File: src/sv/tccc_pkg.sv
package tccc_pkg;

    // counter width; result fields stay 32 bits
    localparam int COUNT_WIDTH = 32;
    localparam int OUT_WIDTH   = 32;

    typedef logic [COUNT_WIDTH-1:0] t_cnt;
    typedef logic [OUT_WIDTH-1:0]   t_out_cnt;

    localparam t_cnt CNT_ZERO = '0;
    localparam t_cnt CNT_ONE  = t_cnt'(1);
    localparam t_cnt CNT_MAX  = '1;

    // ascii codes
    localparam logic [7:0] CH_TAB     = 8'h09;
    localparam logic [7:0] CH_LF      = 8'h0a;
    localparam logic [7:0] CH_CR      = 8'h0d;
    localparam logic [7:0] CH_SPACE   = 8'h20;
    localparam logic [7:0] CH_BANG    = 8'h21;
    localparam logic [7:0] CH_DOT     = 8'h2e;
    localparam logic [7:0] CH_SLASH   = 8'h2f;
    localparam logic [7:0] CH_ZERO    = 8'h30;
    localparam logic [7:0] CH_NINE    = 8'h39;
    localparam logic [7:0] CH_COLON   = 8'h3a;
    localparam logic [7:0] CH_QUEST   = 8'h3f;
    localparam logic [7:0] CH_AT      = 8'h40;
    localparam logic [7:0] CH_UC_A    = 8'h41;
    localparam logic [7:0] CH_UC_Z    = 8'h5a;
    localparam logic [7:0] CH_LBRACK  = 8'h5b;
    localparam logic [7:0] CH_BQUOTE  = 8'h60;
    localparam logic [7:0] CH_LC_A    = 8'h61;
    localparam logic [7:0] CH_LC_Z    = 8'h7a;
    localparam logic [7:0] CH_LBRACE  = 8'h7b;
    localparam logic [7:0] CH_TILDE   = 8'h7e;

    typedef struct packed {
        logic [7:0] char_byte;
        logic       last_byte;
    } t_in;

    typedef struct packed {
        t_out_cnt total_chars;
        t_out_cnt alpha_chars;
        t_out_cnt upper_chars;
        t_out_cnt digit_chars;
        t_out_cnt punct_chars;
        t_out_cnt white_chars;
        t_out_cnt space_chars;
        t_out_cnt tab_chars;
        t_out_cnt line_count;
        t_out_cnt blank_lines;
        t_out_cnt sentence_count;
        t_out_cnt word_chars;
    } t_out;

    // saturating increment
    function automatic t_cnt sat_inc(input t_cnt c, input logic en);
        t_cnt r;
        r = c;
        if (en && (c != CNT_MAX)) begin
            r = c + CNT_ONE;
        end
        return r;
    endfunction

    // low result bits of a counter, zero extended when the counter is narrower
    function automatic t_out_cnt to_out(input t_cnt c);
        logic [OUT_WIDTH+COUNT_WIDTH-1:0] ext;
        ext = {{OUT_WIDTH{1'b0}}, c};
        return ext[OUT_WIDTH-1:0];
    endfunction

endpackage

File: src/sv/text_char_class_counter.sv
// text_char_class_counter: takes one text byte per word on the input channel, the last byte
// of a text flagged by last_byte, and sorts each byte into lower-case, upper-case, digit,
// sentence end (. ! ?), other ascii punctuation, space, tab, line break (lf or cr) or
// unclassified (everything else, all bytes above 127 included). Saturating counters track
// each class together with total bytes, lines (starting at one), blank lines and sentences;
// a sentence end counts only while all four byte-position flags (position mod 4) are set.
// Only the last byte of a text produces an output word, carrying every count including that
// byte, and the block then starts over from its reset state. A byte is taken every cycle
// unless the input is stalled: it lands in an input register, is then classified and
// updates all counters in a single pass, and a last byte loads the result register, which
// drives the count word onto the output. A waiting result stalls the input only
// when the next byte to be processed is itself a last byte.
module text_char_class_counter
    import tccc_pkg::*;
(
    input  logic i_clk,
    input  logic i_rst_n,
    input  logic i_in_valid,
    output logic o_in_stall,
    input  t_in  i_in_data,
    output logic o_out_valid,
    input  logic i_out_stall,
    output t_out o_out_data
);

    typedef enum logic [3:0] {
        CLS_LOWER,
        CLS_UPPER,
        CLS_DIGIT,
        CLS_SENT,
        CLS_PUNCT,
        CLS_SPACE,
        CLS_TAB,
        CLS_BREAK,
        CLS_NONE
    } t_cls;

    // input register
    logic r_in_vld;
    t_in  r_in;

    // text state
    logic [1:0] r_pos;
    logic [3:0] r_flags;
    logic       r_line_empty;
    t_cnt r_total_ctr, r_alpha_ctr, r_upper_ctr, r_digit_ctr, r_punct_ctr, r_white_ctr;
    t_cnt r_space_ctr, r_tab_ctr, r_line_ctr, r_blank_ctr, r_sent_ctr, r_word_ctr;

    // result register
    logic r_out_vld;
    t_out r_out;

    logic out_free;
    logic proc;
    logic in_acc;
    t_cls cls;
    logic [7:0] b;
    logic [3:0] pos_bit;

    logic [1:0] n_pos;
    logic [3:0] n_flags;
    logic       n_line_empty;
    t_cnt n_total_ctr, n_alpha_ctr, n_upper_ctr, n_digit_ctr, n_punct_ctr, n_white_ctr;
    t_cnt n_space_ctr, n_tab_ctr, n_line_ctr, n_blank_ctr, n_sent_ctr, n_word_ctr;

    // result slot is free when empty or drained this cycle
    assign out_free = !r_out_vld || !i_out_stall;
    // a non-last byte never needs the result slot
    assign proc     = r_in_vld && (!r_in.last_byte || out_free);
    assign o_in_stall = r_in_vld && !proc;
    assign in_acc   = i_in_valid && !o_in_stall;

    assign o_out_valid = r_out_vld;
    assign o_out_data  = r_out;

    assign b       = r_in.char_byte;
    assign pos_bit = 4'b0001 << r_pos;

    // byte class
    always_comb begin
        priority if (b >= CH_LC_A && b <= CH_LC_Z) begin
            cls = CLS_LOWER;
        end else if (b >= CH_UC_A && b <= CH_UC_Z) begin
            cls = CLS_UPPER;
        end else if (b >= CH_ZERO && b <= CH_NINE) begin
            cls = CLS_DIGIT;
        end else if (b == CH_DOT || b == CH_BANG || b == CH_QUEST) begin
            cls = CLS_SENT;
        end else if ((b >= CH_BANG && b <= CH_SLASH) || (b >= CH_COLON && b <= CH_AT) ||
                     (b >= CH_LBRACK && b <= CH_BQUOTE) ||
                     (b >= CH_LBRACE && b <= CH_TILDE)) begin
            cls = CLS_PUNCT;
        end else if (b == CH_SPACE) begin
            cls = CLS_SPACE;
        end else if (b == CH_TAB) begin
            cls = CLS_TAB;
        end else if (b == CH_LF || b == CH_CR) begin
            cls = CLS_BREAK;
        end else begin
            cls = CLS_NONE;
        end
    end

    // counter and flag update for the byte in the input register
    always_comb begin
        n_pos       = r_pos + 2'd1;
        n_total_ctr = sat_inc(r_total_ctr, 1'b1);
        n_alpha_ctr = sat_inc(r_alpha_ctr, cls == CLS_LOWER || cls == CLS_UPPER);
        n_upper_ctr = sat_inc(r_upper_ctr, cls == CLS_UPPER);
        n_digit_ctr = sat_inc(r_digit_ctr, cls == CLS_DIGIT);
        // running letters plus digits, same as the saturated sum of the two
        n_word_ctr  = sat_inc(r_word_ctr,
                              cls == CLS_LOWER || cls == CLS_UPPER || cls == CLS_DIGIT);
        n_punct_ctr = sat_inc(r_punct_ctr, cls == CLS_SENT || cls == CLS_PUNCT);
        n_white_ctr = sat_inc(r_white_ctr,
                              cls == CLS_SPACE || cls == CLS_TAB || cls == CLS_BREAK);
        n_space_ctr = sat_inc(r_space_ctr, cls == CLS_SPACE);
        n_tab_ctr   = sat_inc(r_tab_ctr, cls == CLS_TAB);
        n_line_ctr  = sat_inc(r_line_ctr, cls == CLS_BREAK);
        n_blank_ctr = sat_inc(r_blank_ctr, cls == CLS_BREAK && r_line_empty);
        n_sent_ctr  = sat_inc(r_sent_ctr, cls == CLS_SENT && r_flags == 4'hf);

        unique case (cls)
            CLS_NONE: begin
                n_flags      = r_flags;
                n_line_empty = r_line_empty;
            end
            CLS_SENT: begin
                n_flags      = r_flags & ~pos_bit;
                n_line_empty = 1'b0;
            end
            CLS_BREAK: begin
                n_flags      = r_flags | pos_bit;
                n_line_empty = 1'b1;
            end
            default: begin
                n_flags      = r_flags | pos_bit;
                n_line_empty = 1'b0;
            end
        endcase
    end

    always_ff @(posedge i_clk) begin
        if (!i_rst_n) begin
            r_in_vld     <= 1'b0;
            r_out_vld    <= 1'b0;
            r_pos        <= '0;
            r_flags      <= '0;
            r_line_empty <= 1'b1;
            r_total_ctr  <= CNT_ZERO;
            r_alpha_ctr  <= CNT_ZERO;
            r_upper_ctr  <= CNT_ZERO;
            r_digit_ctr  <= CNT_ZERO;
            r_punct_ctr  <= CNT_ZERO;
            r_white_ctr  <= CNT_ZERO;
            r_space_ctr  <= CNT_ZERO;
            r_tab_ctr    <= CNT_ZERO;
            r_line_ctr   <= CNT_ONE;
            r_blank_ctr  <= CNT_ZERO;
            r_sent_ctr   <= CNT_ZERO;
            r_word_ctr   <= CNT_ZERO;
        end else begin
            // input register
            if (in_acc) begin
                r_in_vld <= 1'b1;
                r_in     <= i_in_data;
            end else if (proc) begin
                r_in_vld <= 1'b0;
            end

            // result register: a last byte reloads it, otherwise it drains
            if (proc && r_in.last_byte) begin
                r_out_vld <= 1'b1;
            end else if (r_out_vld && !i_out_stall) begin
                r_out_vld <= 1'b0;
            end

            if (proc) begin
                if (r_in.last_byte) begin
                    r_out.total_chars         <= to_out(n_total_ctr);
                    r_out.alpha_chars         <= to_out(n_alpha_ctr);
                    r_out.upper_chars         <= to_out(n_upper_ctr);
                    r_out.digit_chars         <= to_out(n_digit_ctr);
                    r_out.punct_chars         <= to_out(n_punct_ctr);
                    r_out.white_chars         <= to_out(n_white_ctr);
                    r_out.space_chars         <= to_out(n_space_ctr);
                    r_out.tab_chars           <= to_out(n_tab_ctr);
                    r_out.line_count          <= to_out(n_line_ctr);
                    r_out.blank_lines         <= to_out(n_blank_ctr);
                    r_out.sentence_count      <= to_out(n_sent_ctr);
                    r_out.word_chars          <= to_out(n_word_ctr);
                    // start the next text from scratch
                    r_pos        <= '0;
                    r_flags      <= '0;
                    r_line_empty <= 1'b1;
                    r_total_ctr  <= CNT_ZERO;
                    r_alpha_ctr  <= CNT_ZERO;
                    r_upper_ctr  <= CNT_ZERO;
                    r_digit_ctr  <= CNT_ZERO;
                    r_punct_ctr  <= CNT_ZERO;
                    r_white_ctr  <= CNT_ZERO;
                    r_space_ctr  <= CNT_ZERO;
                    r_tab_ctr    <= CNT_ZERO;
                    r_line_ctr   <= CNT_ONE;
                    r_blank_ctr  <= CNT_ZERO;
                    r_sent_ctr   <= CNT_ZERO;
                    r_word_ctr   <= CNT_ZERO;
                end else begin
                    r_pos        <= n_pos;
                    r_flags      <= n_flags;
                    r_line_empty <= n_line_empty;
                    r_total_ctr  <= n_total_ctr;
                    r_alpha_ctr  <= n_alpha_ctr;
                    r_upper_ctr  <= n_upper_ctr;
                    r_digit_ctr  <= n_digit_ctr;
                    r_punct_ctr  <= n_punct_ctr;
                    r_white_ctr  <= n_white_ctr;
                    r_space_ctr  <= n_space_ctr;
                    r_tab_ctr    <= n_tab_ctr;
                    r_line_ctr   <= n_line_ctr;
                    r_blank_ctr  <= n_blank_ctr;
                    r_sent_ctr   <= n_sent_ctr;
                    r_word_ctr   <= n_word_ctr;
                end
            end
        end
    end

    // line count starts at one and never wraps
    a_line_nonzero: assert property (@(posedge i_clk) disable iff (!i_rst_n)
        r_line_ctr != CNT_ZERO)
        else $error("line counter reached zero");

    // letters plus digits never fall behind letters alone or digits alone
    a_word_ge_alpha: assert property (@(posedge i_clk) disable iff (!i_rst_n)
        r_word_ctr >= r_alpha_ctr && r_word_ctr >= r_digit_ctr)
        else $error("word counter behind its parts");

    // a last byte leaves the text state cleared
    a_clear_after_last: assert property (@(posedge i_clk) disable iff (!i_rst_n)
        proc && r_in.last_byte |=> r_total_ctr == CNT_ZERO && r_pos == 2'd0 &&
        r_flags == 4'h0 && r_line_empty)
        else $error("state not cleared after last byte");

    // a result word only appears after a last byte was processed
    a_out_from_last: assert property (@(posedge i_clk) disable iff (!i_rst_n)
        $rose(r_out_vld) |-> $past(proc && r_in.last_byte))
        else $error("result word without a last byte");

    // a pending last byte never overwrites a result that is still stalled
    a_no_overwrite: assert property (@(posedge i_clk) disable iff (!i_rst_n)
        r_out_vld && i_out_stall |-> !(proc && r_in.last_byte))
        else $error("stalled result overwritten");

endmodule

File: config.mk
export PLATFORM = sky130hd
export DESIGN_NAME = text_char_class_counter
export DESIGN_NICKNAME = d
export VERILOG_FILES = /design/src/sv/tccc_pkg.sv /design/src/sv/text_char_class_counter.sv
export SDC_FILE = /design/constraint.sdc
export NUM_CORES = 1
export LEC_CHECK = 0
export BUFFER_PORTS_ARGS = -buffer_cell sky130_fd_sc_hd__buf_2
export CORE_MARGIN = 2
export CORE_UTILIZATION = 25
export DETAILED_ROUTE_END_ITERATION = 10
export GPL_TIMING_DRIVEN = 0
export PLACE_DENSITY = 0.49
export SYNTH_ARGS = -nofsm -noshare
export SYNTH_HDL_FRONTEND = slang
export SYNTH_SLANG_ARGS = --single-unit
File: constraint.sdc
create_clock -name i_clk -period 20.2 [get_ports i_clk]
set_input_delay 4.04 -clock i_clk [delete_from_list [all_inputs] [get_ports i_clk]]
set_output_delay 4.04 -clock i_clk [all_outputs]
set_load 0.02 [all_outputs]
==> results of run 1 <==
routing by layer:
layer | share of wire [%] | wire length [µm]
met4 | 4.7 | 8210
met3 | 9.4 | 16300
met1 | 42 | 72900
met5 | 0.028 | 48
met2 | 44 | 75600
synthesized netlist by cell type (51+ instances only):
cell | number | area (µm²)
nor2_1 | 180 | 676
nand4_1 | 135 | 845
o31ai_1 | 118 | 886
and2_1 | 54 | 338
dfxtp_1 | 393 | 7870
o21ai_0 | 217 | 1090
clkbuf_1 | 229 | 860
edfxtp_1 | 393 | 11800
xor2_1 | 103 | 902
and3_1 | 105 | 657
nor3_1 | 77 | 385
a21oi_1 | 96 | 480
and4_1 | 51 | 447
inv_1 | 59 | 221
xnor2_1 | 270 | 2360
a31oi_1 | 159 | 995
nand3_1 | 215 | 1080
nand2_1 | 363 | 1360
kinds of logic (layout without fill, tap and decap cells):
family / after synthesis / count (layout) / share of synthesized area, %
other: 0 / 2 / 0
adder cells (fa/ha/maj): 16 / 16 / 0.530
flip-flops: 786 / 786 / 52.0
XOR/XNOR: 373 / 373 / 8.64
AO/OA/AOI/OAI: 908 / 908 / 16.3
buffers and inverters: 329 / 925 / 3.41
multiplexers: 11 / 11 / 0.311
AND/OR/NAND/NOR: 1350 / 1350 / 18.7
worst paths after layout:
path | start | to | slack [ns] | depth (start not counted)
setup / recovery | i_out_stall | o_in_stall | 11.45 | 4
hold / removal | r_tab_ctr[23]$_SDFFE_PN0P_ | r_tab_ctr[23]$_SDFFE_PN0P_ | 0.46 | 1
setup reg to reg | r_in_vld$_SDFFE_PN0P_ | r_white_ctr[29]$_SDFFE_PN0P_ | 15.08 | 10
hold reg to reg | r_tab_ctr[23]$_SDFFE_PN0P_ | r_tab_ctr[23]$_SDFFE_PN0P_ | 0.46 | 1
through the flow:
stage / setup TNS, ns / power, mW / worst slack (ns) / hold slack [ns] / instances
2_1_floorplan: 0 / 1.82 / 4.95 / 0.412 / 3773
3_3_place_gp: -619.88 / 1.92 / -1.75 / 0.423 / 6186
3_5_place_dp: 0 / 1.92 / 11.48 / 0.434 / 6201
4_1_cts: 0 / 3.74 / 11.47 / 0.443 / 6385
5_1_grt: 0 / 3.81 / 11.37 / 0.458 / 6385
6_report: 0 / 3.71 / 11.45 / 0.457 / 6387
area by class of cell:
class / count / area, µm²
inverter: 59 / 221
clock inverter: 70 / 707
buffer: 270 / 1080
clock buffer: 114 / 2540
antenna: 2 / 5.00
sequential: 786 / 19700
multi-input combinational: 2658 / 16900
timing repair buffer: 412 / 2290
tap: 2016 / 2520
fill: 15800 / 104000
flip-flops by register name (all words and copies together) (netlist names), 2 cells and up:
name	flops
o_out_data	384
r_total_ctr	32
r_digit_ctr	32
r_blank_ctr	32
r_punct_ctr	32
r_tab_ctr	32
r_sent_ctr	32
r_pos	2
r_alpha_ctr	32
r_upper_ctr	32
r_line_ctr	32
r_word_ctr	32
r_white_ctr	32
r_flags	4
b	8
r_space_ctr	32
placed cells by master, fill, tap and decap left out, types with 28 or more instances in the layout:
cell type	n
and2_1	54
or4_1	33
o211ai_1	37
nor2_1	179
a21oi_1	96
edfxtp_1	393
a41oi_1	46
xor2_1	103
a31oi_1	159
and4_1	51
a21o_1	39
inv_1	59
nand3_1	215
nor3_1	77
clkbuf_16	97
nor4_1	28
clkbuf_1	234
dfxtp_1	393
or3_1	38
o21ai_0	217
and3_1	105
nand4_1	135
nand2_1	363
xnor2_1	270
buf_2	411
o31ai_1	118
a22o_1	29
where the power goes:
group	total, mW	switching (mW)	internal [mW]
clock network	1.82	0.781	1.04
logic	0.191	0.153	0.0375
registers	1.70	0.0108	1.69
total	3.71	0.946	2.76
==> impl_results.md, run 1 <==
- Worst VDD drop: between 0.06 and 0.07 mV
- Avg Synthesized Cell Area: 10.0 µm²
- DRT Pass-1 Iters: 6
- CP bufs+invs: 2
- Root buf cell: clkbuf_16
- Vias per cell: about 5.4
- Seq cells post-synth: ~790
- Slew Viols, Final: ~130
- Failing checks: max-capacitance violations, max-slew violations
- Post-synth ARST share: 0%
- EDFF count, synth: 393
- Most frequent CP cell: buf_2
- Core area: around 150000 µm²
- Pwr Density: 80.8 nW/µm²
- Layout cell share with drive strength beyond 1: 15.0%
- Count of maximum capacitance violations: 13
- Crit Path Category: input pin to output pin
- Worst path cell trace: buf_2 -> nand2_1 -> nor2_1 -> buf_2
- Largest stage delay on the critical path: approximately 0.32 ns
- Crit-path slowest cell: buf_2
- Vias in the first global route: 31000
- GR Util All Layers: a little over a fifth
- Met1 Use GR: ~29%
- Gr busiest metal: met2
- CTS tree: yes
- Port bufs: 397
- Mapped cell area: 37800 µm²
- Final core occ: 30.6%
- Initial Utilization: between 20% and 30%
- Hold_buf cts: 0
- Critical Path RT: 16.16 ns
- Nets@finish: about 4300
- TritonCTS Buffers: 97
- Final clock skew: 0.0455 ns
- Most used DFF post-synth: edfxtp_1
- Cell area after layout: 45900 µm²
- Htree depth: 3
- Clock Sinks: 786
- Status: complete, but fails checks
- Minimum clock period: 8.75 ns
- Detailed placer's ending HPWL: 124 mm
- Cell variety after synth: 90
- Syn-to-layout area delta: 21.4%
- Die Span Y: 393 µm
- Ports: about 400
- Final setup viols: 0
- Row Count: 142
- CP top delay family: buffers and inverters
- P_leak: between 10 and 15 nW
- RSZ-0062 raised after global routing: no
- GRT overflow: 0
- Max Fclk: 114 MHz
- DRC: 0
- Net Count, Synth: 3802
- Clock tree buffer depth: 3
- Worst-path fanout max: 3
- Final Hold Viols: 0
- Antenna violations before repair: 13
- Final ANT Viol Nets: 0
- Arr. time, crit path: approximately 4.7 ns
- Die Wd: 393 µm
- Synthesized instance count: about 3800
- Die area: 154000 µm²
- Slew margin rel.: -6.96%
- Final period utilization: between 40% and 50%
- Worst Hold Class: register to register
- Yosys warns: 0
- Post_cts resized: 0
- Largest net degree at the start of global routing: 35
- Routability Congestion: roughly 0.93
- Met3 Usage GRT: 4.73%
- Wirelength, routed: 173 mm
- Sequential area share after synthesis: between 50% and 60%
- Initial DRC count: 4105
- Met2 Resource Use GR: 32.7%
- Latest clock arrival within the worst-skew pair: 0.74 ns
- Global-route wire length before repair: 236 mm
- Post-CTS Setup Bufs: 0
- Worst-path clk slew: around 0.060 ns
- Critical path capture point type: output pin
- Via count: 34400
- Dpl cell area: 42600 µm²
- Routed len/inst: 27.1 µm
- Slew @ Worst Pin: 1.60 ns
- CP startpoint kind: input pin
No activity file was read; power rests on OpenSTA's default activity.
==> run 2: changes to the inputs <==
==> constraint.sdc (replaced) <==
create_clock -name i_clk -period 7.6 [get_ports i_clk]
set_input_delay 1.52 -clock i_clk [delete_from_list [all_inputs] [get_ports i_clk]]
set_output_delay 1.52 -clock i_clk [all_outputs]
set_load 0.02 [all_outputs]
==> run 2 against run 1 <==
Compared with the run above:
- the run still ends with max-capacitance violations, max-slew violations left
- highest routed layer unchanged
- largest power group unchanged
- global-route usage grew 0.10 points
- register-to-register slack worse by 13 ns
- design area rose by 0.27%
==> impl_results.md, run 2 (synthesis results as in run 1) <==
- Multi-input gate area: around 17000 µm²
- Row Count: 142
- Global-route wire length before repair: 237 mm
- Clock tree buffer depth: 3
- Critical Path RT: between 8 and 9 ns
- Switching Share: between 20% and 30%
- Largest register FFs: 384
- Vias in the first global route: between 30000 and 40000
- Worst-path clk slew: 0.06 ns
- CTS tree: yes
- Routed len/inst: 27.2 µm
- CP startpoint kind: register
- DRC: 0
- Core area: 150000 µm²
- Antenna violations before repair: 19
- Clock Sinks: 786
- RSZ-0062 raised after global routing: no
- Final Total Pwr: 9.90 mW
- Final clock skew: 0.0361 ns
- Final ANT Viol Nets: 0
- Hold_buf cts: 0
- Int Power: about 7.4 mW
- Fillers: approximately 16000
- Worst Reg2Reg Path Length in Cells: 10
- Layout cell share with drive strength beyond 1: approximately 15%
- Slew @ Worst Pin: roughly 1.6 ns
- Post_cts resized: 0
- Worst hold stages: 1
- Crit Path Category: register to register
- Final setup viols: 0
- Ports: 399
- Max Fclk: 197 MHz
- Arr. time, crit path: approximately 5.7 ns
- Count of maximum capacitance violations: 10
- Net Sw Power: 2.50 mW
- Die Wd: just under 400 µm
- Register area: approximately 20000 µm²
- Worst Hold Class: register to register
- Most frequent cells in the layout: 411 x buf_2, 393 x edfxtp_1, 393 x dfxtp_1
- TritonCTS Buffers: 99
- GR Util All Layers: 21.7%
- Port bufs: 397
- Detailed placer's ending HPWL: 125 mm
- Nets@finish: 4315
- Combinational power share: roughly 5.2%
- Commonest non-fill, non-tap cell in the layout: buf_2
- Vias per cell: 5.39
- Htree depth: 3
- Latest clock arrival within the worst-skew pair: 0.75 ns
- Failing checks: max-capacitance violations, max-slew violations
- Worst-path fanout max: 10
- Via count: 34500
- Post-CTS Setup Bufs: 0
- P_leak: 15.0 nW
- Largest net degree at the start of global routing: 35
- Initial DRC count: 3861
- Wirelength, routed: 174 mm
- Status: complete, but fails checks
- Clock share of power: 49.3%
- Slew margin rel.: -7.80%
- Slew Viols, Final: 94
- DRT Pass-1 Iters: 6
- Die area: 154000 µm²
- Initial Utilization: about 25%
- Worst VDD drop: between 0.15 and 0.2 mV
- GRT overflow: 0
- Minimum clock period: approximately 5 ns
- Syn-to-layout area delta: 21.7%
- Root buf cell: clkbuf_16
- Critical path capture point type: register
- Routability Congestion: 0.933
- Fin Hold WS: around 0.44 ns
- Final period utilization: 66.8%
- Pwr Density: 215 nW/µm²
- Final Hold Viols: 0
- Reg power frac: 45.6%
- Die Span Y: just under 400 µm
[run 2: cell types whose count changed in the layout (fill, tap and decap cells not counted), moves of 3 or more]
| cell | previous run | this run |
|---|---|---|
| bufinv_16 | 10 | 7 |
| clkbuf_1 | 234 | 237 |
| clkbuf_16 | 97 | 101 |
| clkbuf_2 | 9 | 14 |
| clkbuf_8 | 5 | 15 |
| clkinv_1 | 15 | 12 |
| clkinv_2 | 22 | 14 |
| clkinvlp_4 | 11 | 6 |
| diode_2 | 2 | 8 |
[run 2: final timing paths]
check                                              endpoint                  startpoint  slack, ns
worst max-delay path            r_white_ctr[0]$_SDFFE_PN0P_       r_in_vld$_SDFFE_PN0P_       2.52
worst min-delay path             r_tab_ctr[23]$_SDFFE_PN0P_  r_tab_ctr[23]$_SDFFE_PN0P_       0.44
worst max register to register  r_white_ctr[0]$_SDFFE_PN0P_       r_in_vld$_SDFFE_PN0P_       2.52
worst min register to register   r_tab_ctr[23]$_SDFFE_PN0P_  r_tab_ctr[23]$_SDFFE_PN0P_       0.44
[run 2: critical path, cell delays in order, from the launching register on]
cell and delay [ns]:
dfxtp_1 0.29, clkbuf_1 0.19, nor2b_1 0.18, clkbuf_1 0.55, nand2_1 0.32, clkbuf_1 0.69
clkbuf_1 1.06, clkbuf_1 1.17, a21oi_1 0.12, o21ai_0 0.22, o31ai_1 0.09
[run 2: per-stage QoR]
step	util [%]	cell area, µm²	setup slack (ns)	setup TNS (ns)	std cells
after floorplan	-	37900	-0.489	-187.92	3773
after global placement	28.3	42400	-4.13	-1569.91	6186
after detailed placement	28.5	42700	2.02	0	6201
after CTS	30.7	46000	2.72	0	6388
after global routing	30.7	46000	2.51	0	6388
final	30.7	46000	2.52	0	6396
[run 2: final cells by class]
| type | count | area share, % |
|---|---|---|
| diodes | 8 | 0.0435 |
| multi-input cells | 2658 | 36.7 |
| well taps | 2016 | 5.48 |
| flip-flops and latches | 786 | 42.7 |
| plain buffers | 270 | 2.43 |
| clock inverters | 51 | 1.14 |
| clock buffers | 136 | 6.04 |
| repair buffers | 412 | 4.95 |
| inverters | 59 | 0.481 |
[run 2: power by group through the flow]
stage                     clock network (mW)  logic [mW]  registers [mW]
after global routing                    5.13       0.521            4.52
after detailed placement                   0       0.504            4.60
after floorplan                            0       0.164            4.66
after global placement                     0       0.493            4.62
after CTS                               4.98       0.505            4.51
final                                   4.88       0.512            4.51
[run 2: routing by layer]
metal	routed length (µm)	GRT usage (%)	vias to the layer above
met3	15200	4.36	358
li1	-	-	15300
met5	23	0	-
met2	76200	33.1	1716
met1	73100	29.0	17100
met4	9170	10.7	4
